`src/rtl/swr_pkg.sv`:
```
// Package for the rolling value stack: sizes, codes and controller/datapath types.
`default_nettype none
package swr_pkg;

    localparam int STACK_DEPTH = 1024;
    localparam int ADDR_W      = $clog2(STACK_DEPTH);
    localparam int SIZE_W      = 11;
    localparam int DEPTH_W     = 12;
    localparam int VAL_W       = 32;

    typedef enum logic [1:0] {
        CMD_PUSH = 2'd0,
        CMD_POP  = 2'd1,
        CMD_ROLL = 2'd2,
        CMD_NONE = 2'd3
    } cmd_code_t;

    typedef enum logic [1:0] {
        ST_OK        = 2'd0,
        ST_POP_EMPTY = 2'd1,
        ST_BAD_DEPTH = 2'd2,
        ST_PUSH_FULL = 2'd3
    } status_code_t;

    typedef enum logic [3:0] {
        S_IDLE,
        S_DECODE,
        S_POP,
        S_MOD,
        S_FIX,
        S_P1,
        S_GAP,
        S_P2,
        S_FINISH
    } state_t;

    typedef enum logic [3:0] {
        OP_NONE,
        OP_LOAD,
        OP_DECODE,
        OP_POP_CAP,
        OP_MOD_STEP,
        OP_MOD_FIX,
        OP_P1_STEP,
        OP_P2_INIT,
        OP_P2_STEP,
        OP_RESULT
    } dp_op_t;

    typedef struct packed {
        logic pop_go;
        logic roll_go;
        logic mod_done;
        logic rem_zero;
        logic last_k;
        logic out_busy;
    } dp_status_t;

endpackage
`default_nettype wire

```
`src/rtl/swr_ctrl.sv`:
```
// Controller state machine: sequences decode, modulo, window passes and result.
`default_nettype none
module swr_ctrl
    import swr_pkg::*;
(
    input  wire logic       clk,
    input  wire logic       rst_n,
    input  wire logic       in_valid,
    output logic            in_ready,
    input  wire dp_status_t st,
    output dp_op_t          op
);

    state_t state_reg, state_next;

    // State register
    always_ff @(posedge clk or negedge rst_n)
    begin
        if (!rst_n)
        begin
            state_reg <= S_IDLE;
        end
        else
        begin
            state_reg <= state_next;
        end
    end

    // Next state and datapath command
    always_comb
    begin
        state_next = state_reg;
        op         = OP_NONE;
        in_ready   = 1'b0;
        unique case (state_reg)
            S_IDLE:
            begin
                in_ready = 1'b1;
                if (in_valid)
                begin
                    op         = OP_LOAD;
                    state_next = S_DECODE;
                end
            end
            S_DECODE:
            begin
                op = OP_DECODE;
                if (st.pop_go)
                begin
                    state_next = S_POP;
                end
                else if (st.roll_go)
                begin
                    state_next = S_MOD;
                end
                else
                begin
                    state_next = S_FINISH;
                end
            end
            S_POP:
            begin
                op         = OP_POP_CAP;
                state_next = S_FINISH;
            end
            S_MOD:
            begin
                op = OP_MOD_STEP;
                if (st.mod_done)
                begin
                    state_next = S_FIX;
                end
            end
            S_FIX:
            begin
                op         = OP_MOD_FIX;
                state_next = st.rem_zero ? S_FINISH : S_P1;
            end
            S_P1:
            begin
                op = OP_P1_STEP;
                if (st.last_k)
                begin
                    state_next = S_GAP;
                end
            end
            S_GAP:
            begin
                op         = OP_P2_INIT;
                state_next = S_P2;
            end
            S_P2:
            begin
                op = OP_P2_STEP;
                if (st.last_k)
                begin
                    state_next = S_FINISH;
                end
            end
            S_FINISH:
            begin
                if (!st.out_busy)
                begin
                    op         = OP_RESULT;
                    state_next = S_IDLE;
                end
            end
            default:
            begin
                state_next = S_IDLE;
            end
        endcase
    end

endmodule
`default_nettype wire

```
`config.mk`:
```
export PLATFORM = sky130hd
export DESIGN_NAME = swr_ctrl
export DESIGN_NICKNAME = d
export VERILOG_FILES = /design/src/rtl/swr_pkg.sv /design/src/rtl/swr_ctrl.sv
export SDC_FILE = /design/constraint.sdc
export NUM_CORES = 1
export LEC_CHECK = 0
export BUFFER_PORTS_ARGS = -buffer_cell sky130_fd_sc_hd__buf_2
export CORE_AREA = 3 3 40 42
export DETAILED_ROUTE_END_ITERATION = 16
export DIE_AREA = 0 0 43 45
export PLACE_DENSITY_LB_ADDON = 0.15
export RECOVER_POWER = 50
export SYNTH_ARGS = -nofsm -noshare
export SYNTH_HDL_FRONTEND = slang
export SYNTH_SLANG_ARGS = --single-unit
```
`constraint.sdc`:
```
create_clock -name clk -period 1.85 [get_ports clk]
set_clock_uncertainty 0.05 [all_clocks]
set_input_delay 0.0925 -clock clk [delete_from_list [all_inputs] [get_ports clk]]
set_output_delay 0.0925 -clock clk [all_outputs]
set_load 0.01 [all_outputs]
```
==> impl_metrics.ini, run 1 <==
[critical_path]
worst-path-max-fanout = 9
cp-start-kind = flip-flop
required_ns = 1.71
path_cells = nor2_1 -> nand2_1 -> a221oi_1 -> buf_2
critPathKind = reg -> out
end_kind = output port
worst-path-stages = 4
crit_slowest_cell = dfrtp_1
crit_buf_inv = 1
cp.arrival_ns = 1.51
slowest_delay_ns = 0.47
r2r_cells = 4
cp_top_family = flip-flops

[clock_tree]
worst_skew_pair.late_latency_ns = 0.23
cts_buffers = 3
clockBufferDepth = 2
cts_setup_buffers = 0
numClockSinks = 4
cts_tree = built
clkTransAtPathRegs_ns = 0.03
cts_root_buf = clkbuf_4
cts_max_level = 1

[floorplanning]
num_rows = 13
dieHeight_um = 45
ios = 14
core_mm2 = 0.00128
die_area_mm2 = 0.00194
start_util = 0.325
die-width_um = 43

[grt]
grt_max_degree = 13
busiest_layer = met2
grt_pass1_vias = 382
gr-total-overflow = 0
gr-usage-met2 = 0.165
antenna_found_initial = 0
grt.met3_usage = 0.0199
grt_pass1_wl_um = 1610
use_met1 = 0.146
grt_usage = 0.113

[job]
drv_cap = 0

[final_layout]
utilization = 0.396
layout_commonest_cell = buf_2
layout-drive-gt1-share = 0.303
area_delta_synth_final_pct = 21.9
largest_reg_flops = 4
final_cell_mix = buf_2 (12), nor2_1 (6), inv_1 (5)
nets = 77
antenna_cells = 0

[place]
dp_slack_ns = 0.379
place_congestion = 0.720
port-buffer-count = 13
hpwlAfterDp_um = 745

[routing]
drt-initial-drc-count = 10
firstDrtPassIters = 4
vias_per_cell = 5.07
drc = 0
ant_nets = 0
wl_per_cell_um = 11.6
vias = 411
wirelength_um = 940

[timing]
fmax_ghz = 0.604
maxSlewViolCount = 0
relSlewSlack = 0.732
layout_setup_ws_ns = 0.193
tightestPinTransition_ns = 0.401
final_hold_viol_count = 0
final.period_utilization = 0.896
setup_tns_ns = 0
final.min_clock_period_ns = 1.66
setup_viol = 0
rsz0062_at_grt = false

[worst_hold_path]
hold_depth = 4
hold_path.class = in -> reg

[yosys]
synth-edff-count = 0
ys_ff_latch = 4
synth.avg_cell_area_um2 = 8.04
synth_area_leaders = dfrtp_1 (24%), buf_6 (5.4%), nor2_1 (5.4%)
yosys.area.top_type = dfrtp_1
synth_area_um2 = 418
yosysWarnings = 0
yosysTopAreaCellShare = 0.240
synthArstFlopShare = 1.00
ys_seq_area_frac = 0.240
synth_cell_types = 31
synthFlopType = dfrtp_1
syn_inst = 52
syn_nets = 61

[power]
power.total_uw = 726
leakage_nw = 0.240
power_density_mw_per_mm2 = 1430
peakVddDrop_uv = 655

[status]
status = complete, no violations
## where the power goes
group,switching [mW],internal [mW]
Combinational,0.211,0.210
Clock,0.0324,0.0723
Sequential,0.0821,0.119
## Yosys cell counts (2+ instances only)
master / n
o21ai_0: 2
a21oi_1: 2
nor2_1: 6
xnor2_1: 2
nand2_1: 4
inv_1: 5
and2b_1: 2
o22ai_1: 2
buf_6: 2
dfrtp_1: 4
## metrics by stage
| step | instances | area [µm²] | hold WS, ns |
|---|---|---|---|
| finish | 81 | 509 | 0.109 |
| global route | 81 | 509 | 0.123 |
| CTS | 81 | 510 | 0.107 |
| detailed placement | 77 | 478 | -0.150 |
| global placement | 77 | 478 | -0.147 |
| floorplan | 52 | 418 | -0.253 |
## timing repair
item	CTS	global route
hold buffers	1	0
resized for setup	0	0
endpoints found under the hold margin	4	0
## layout make-up
type	instances	area (µm²)
Fill cell	150	776
Tap cell	15	18.8
Multi-Input combinational cell	39	268
Sequential cell	4	100
Clock buffer	3	22.5
Inverter	5	18.8
Timing Repair Buffer	15	81.3
## final timing paths
kind | from | endpoint | slack, ns
max reg2reg | state_reg[1]$_DFFE_PN0P_ | state_reg[2]$_DFFE_PN0P_ | 0.39
min in group asynchronous | rst_n | state_reg[1]$_DFFE_PN0P_ | 0.17
max in group asynchronous | rst_n | state_reg[2]$_DFFE_PN0P_ | 1.41
min reg2reg | state_reg[3]$_DFFE_PN0P_ | state_reg[3]$_DFFE_PN0P_ | 0.65
min | st[1] | state_reg[2]$_DFFE_PN0P_ | 0.11
max | state_reg[2]$_DFFE_PN0P_ | op[0] | 0.19
## logic make-up (layout without fill, tap and decap cells)
kind of cell / count (synthesis) / after routing / share of synthesized area
and+or+nand+nor: 20 / 20 / 0.281
AOI/OAI and AO/OA: 17 / 17 / 0.317
buffers and inverters: 9 / 23 / 0.120
DFF: 4 / 4 / 0.240
xor gates and xnor gates: 2 / 2 / 0.0419
## worst min-delay path: stages
cell and delay, ns:
buf_2 0.10, nor2b_4 0.04, nand2_1 0.07, a21oi_2 0.05
## layer usage
layer / share of wire / up-vias
met5: 0 / -
met4: 0 / 0
met3: 0.069 / 0
met2: 0.45 / 14
met1: 0.48 / 184
li1: - / 213
Note: power is estimated with default switching activity, not from simulation.
==> inputs of run 2 (changes only) <==
- BUFFER_PORTS_ARGS: -buffer_cell sky130_fd_sc_hd__buf_2 -> default
- DONT_BUFFER_PORTS: default -> 1
- GPL_TIMING_DRIVEN: default -> 0
==> run 2 against run 1 <==
  * Critical path depth unchanged
  * Clock-buffer cell count unchanged
  * Utilization shrank 1.2 points
  * Sequential share of layout area rose by 0.60 points
  * Die area did not move
  * Final cell count is 9.9% lower
  * First-iteration DRC count up 30%
  * Hold slack got worse by 0.026 ns
  * Non-clock buffer count decreased by 8
  * Largest cell class unchanged
  * Largest power group unchanged
==> impl_metrics.ini, run 2 (synthesis gave the netlist of run 1 again) <==
[clock_tree]
cts_root_buf = clkbuf_4
cts_tree = built
clkTransAtPathRegs_ns = 0.04
numClockSinks = 4
clockBufferDepth = 2
cts_max_level = 1
cts_buffers = 3
worst_skew_pair.late_latency_ns = 0.23
cts_setup_buffers = 0

[timing]
final.period_utilization = 0.902
holdWs_ns = 0.0831
final_hold_viol_count = 0
final.min_clock_period_ns = 1.67
relSlewSlack = 0.665
fmax_ghz = 0.599
setup_tns_ns = 0
rsz0062_at_grt = false
setup_viol = 0
maxSlewViolCount = 0
tightestPinTransition_ns = 0.498

[grt]
grt_max_degree = 11
gr-total-overflow = 0
grt_usage = 0.114
antenna_found_initial = 0
grt_pass1_vias = 400
grt_pass1_wl_um = 1660

[final_layout]
antenna_cells = 0
layout_commonest_cell = nor2_1
area_delta_synth_final_pct = 18.3
layout-drive-gt1-share = 0.172
fin_cells = 73
nets = 69
largest_reg_flops = 4
fillers = 139
final_cell_mix = nor2_1 (6), inv_1 (5), nand2_1 (4), dfrtp_1 (4)

[critical_path]
cp.arrival_ns = 1.53
slowest_delay_ns = 0.36
crit_slowest_cell = dfrtp_1
crit_buf_inv = 1
critPathKind = reg -> out
cp-start-kind = flip-flop
end_kind = output port
cp_top_family = simple AND/OR/NAND/NOR gates
worst-path-max-fanout = 9
path_cells = buf_6 -> nor2_1 -> nand2_1 -> a221oi_2
required_ns = 1.71

[place]
place_congestion = 0.799
post-place-cells = 67
port-buffer-count = 0
hpwlAfterDp_um = 744

[routing]
wirelength_um = 957
vias = 397
wl_per_cell_um = 13.1
ant_nets = 0
drt-initial-drc-count = 13
firstDrtPassIters = 4
drc = 0
vias_per_cell = 5.44

[power]
power.total_uw = 716
power_density_mw_per_mm2 = 1450
peakVddDrop_uv = 603
leakage_nw = 0.207

[floorplanning]
dieHeight_um = 45
ios = 14
start_util = 0.325
die_area_mm2 = 0.00194
core_mm2 = 0.00128
num_rows = 13
die-width_um = 43

[worst_hold_path]
hold_path.class = in -> async

[status]
status = complete, no violations

[job]
drv_cap = 0
==> run 2: area by class of cell <==
class,count,area (µm²),area share
Multi-Input combinational cell,39,274,0.554
Sequential cell,4,100,0.203
Timing Repair Buffer,3,30.0,0.0608
Buffer,4,30.0,0.0608
Clock buffer,3,22.5,0.0456
Inverter,5,18.8,0.0380
Tap cell,15,18.8,0.0380
==> run 2: metal layers <==
layer / track usage / part of all wire / vias up
met5: 0 / 0 / -
met4: 0.0361 / 0 / 0
met3: 0.0598 / 0.11 / 0
met2: 0.174 / 0.43 / 20
met1: 0.141 / 0.47 / 178
li1: - / - / 199
==> run 2: worst paths after layout <==
kind	start	to	slack, ns	cells after the start
max reg2reg	state_reg[0]$_DFFE_PN0P_	state_reg[3]$_DFFE_PN0P_	0.24	5
min reg2reg	state_reg[1]$_DFFE_PN0P_	state_reg[1]$_DFFE_PN0P_	0.56	2
min	rst_n	state_reg[2]$_DFFE_PN0P_	0.08	1
max in group asynchronous	rst_n	state_reg[3]$_DFFE_PN0P_	1.50	1
max	state_reg[2]$_DFFE_PN0P_	op[0]	0.18	4
min in group clk	st[5]	state_reg[0]$_DFFE_PN0P_	0.17	2
==> run 2: metrics by stage <==
stage / area (µm²) / utilization / setup slack [ns]
5_1_grt: 494 / 0.385 / 0.0173
4_1_cts: 489 / 0.381 / 0.142
6_report: 494 / 0.385 / 0.181
3_3_place_gp: 437 / 0.340 / 0.398
2_1_floorplan: 418 / - / 0.479
3_5_place_dp: 437 / 0.340 / 0.396
==> run 2: what timing repair did <==
item | in CTS | in global routing
gates resized for setup | 0 | 1
endpoints found under the setup margin | 0 | 1
hold endpoints to repair | 6 | 0
hold buffers | 3 | 0
==> run 2: power breakdown <==
| group | leakage [nW] | total (mW) | internal (mW) | switching, mW |
|---|---|---|---|---|
| logic | 0.141 | 0.472 | 0.197 | 0.275 |
| registers | 0.0521 | 0.139 | 0.120 | 0.0197 |
| clock network | 0.0138 | 0.105 | 0.0724 | 0.0326 |
==> inputs of run 3 (changes only) <==
- RECOVER_POWER: 50 -> default
==> run 3 against run 2 <==
  * Maximum frequency hardly changed
  * Hold slack is the same
  * Sequential power about the same
  * Flip-flop and latch count stayed put
  * Critical path type unchanged
  * Non-clock buffer count stayed put
  * Clock power about the same
  * Critical endpoint unchanged
  * First-iteration DRC count is 31% lower
  * Final area up 0.25%
  * Largest cell class unchanged
==> impl_metrics.ini, run 3 (synthesis gave the netlist of run 1 again) <==
[floorplanning]
ios = 14
die_area_mm2 = 0.00194
die-width_um = 43
start_util = 0.325
dieHeight_um = 45
core_mm2 = 0.00128
num_rows = 13

[final_layout]
fin_cells = 73
nets = 69
layout_commonest_cell = nor2_1
antenna_cells = 0
utilization = 0.386
final_cell_mix = nor2_1 (6), inv_1 (5), nand2_1 (4), dfrtp_1 (4)
layout-drive-gt1-share = 0.190
stdcell_area_um2 = 495
area_delta_synth_final_pct = 18.6
largest_reg_flops = 4

[grt]
gr-total-overflow = 0
grt_usage = 0.114
grt_max_degree = 11
antenna_found_initial = 0
grt_pass1_wl_um = 1660
busiest_layer = met2
use_met1 = 0.141
grt.met3_usage = 0.0598
grt_pass1_vias = 400
gr-usage-met2 = 0.174

[critical_path]
cp-start-kind = flip-flop
reg2reg_slack_ns = 0.41
required_ns = 1.71
r2r_cells = 5
critPathKind = reg -> out
r2r-end = state_reg[2]$_DFFE_PN0P_
cp.arrival_ns = 1.53
critPathLaunch = state_reg[2]$_DFFE_PN0P_
end_kind = output port
r2r_start = state_reg[2]$_DFFE_PN0P_
worst-path-max-fanout = 9

[clock_tree]
cts_buffers = 3
numClockSinks = 4
worst_skew_pair.late_latency_ns = 0.23
cts_tree = built
clockBufferDepth = 2
cts_root_buf = clkbuf_4
clkTransAtPathRegs_ns = 0.04
cts_max_level = 1
cts_setup_buffers = 0

[timing]
maxSlewViolCount = 0
final_hold_viol_count = 0
fmax_ghz = 0.599
tightestPinTransition_ns = 0.498
relSlewSlack = 0.665
rsz0062_at_grt = false
setup_tns_ns = 0
holdWs_ns = 0.0831
final.period_utilization = 0.902
final.min_clock_period_ns = 1.67
layout_setup_ws_ns = 0.182
setup_viol = 0

[routing]
drc = 0
vias = 385
ant_nets = 0
firstDrtPassIters = 4
wirelength_um = 956
drt-initial-drc-count = 9
wl_per_cell_um = 13.1
vias_per_cell = 5.27

[place]
post-place-cells = 67
place_congestion = 0.799
hpwlAfterDp_um = 744
dp_slack_ns = 0.396
port-buffer-count = 0
place_area_um2 = 437

[status]
status = complete, no violations

[power]
peakVddDrop_uv = 603
leakage_nw = 0.211
power_density_mw_per_mm2 = 1450
power.total_uw = 720

[worst_hold_path]
hold_path.class = in -> async

[job]
drv_cap = 0
[run 3: cell count changes in the layout (fill, tap and decap cells not counted)]
cell and delta:
buf_2 +1, clkbuf_1 -1
[run 3: final cells by class]
cell class,count,area (µm²)
plain buffers,4,31.3
clock buffers,3,22.5
fillers,139,790
inverters,5,18.8
multi-input cells,39,274
flip-flops and latches,4,100
well taps,15,18.8
repair buffers,3,30.0
[run 3: layer usage]
layer	wire length, µm	vias to the layer above
met5	0	-
met4	0	0
met3	76	0
met2	404	16
met1	475	170
li1	-	199
[run 3: repair_timing]
action	4_1_cts	5_1_grt
hold buffers	3	0
gates resized for setup	0	1
setup endpoints to repair	0	1
hold endpoints to repair	6	0
[run 3: worst max-delay path, stage by stage (launching register included)]
cell and delay (ns):
dfrtp_1 0.36, buf_6 0.14, nor2_1 0.31, nand2_1 0.12, a221oi_2 0.36
[run 3: power by group]
group	switching, mW	internal (mW)	total, mW
sequential	0.0196	0.120	0.139
clock	0.0326	0.0724	0.105
combinational	0.275	0.200	0.476
total	0.327	0.392	0.720
[run 3: how the worst max path moves through the flow]
stage                                    end  slack (ns)  cells after the start
finish                                 op[0]        0.18                      4
global route                           op[0]        0.02                      4
CTS                                    op[0]        0.14                      4
detailed placement                     op[0]        0.40                      4
global placement    state_reg[2]$_DFFE_PN0P_        0.40                      5
floorplan           state_reg[2]$_DFFE_PN0P_        0.48                      5
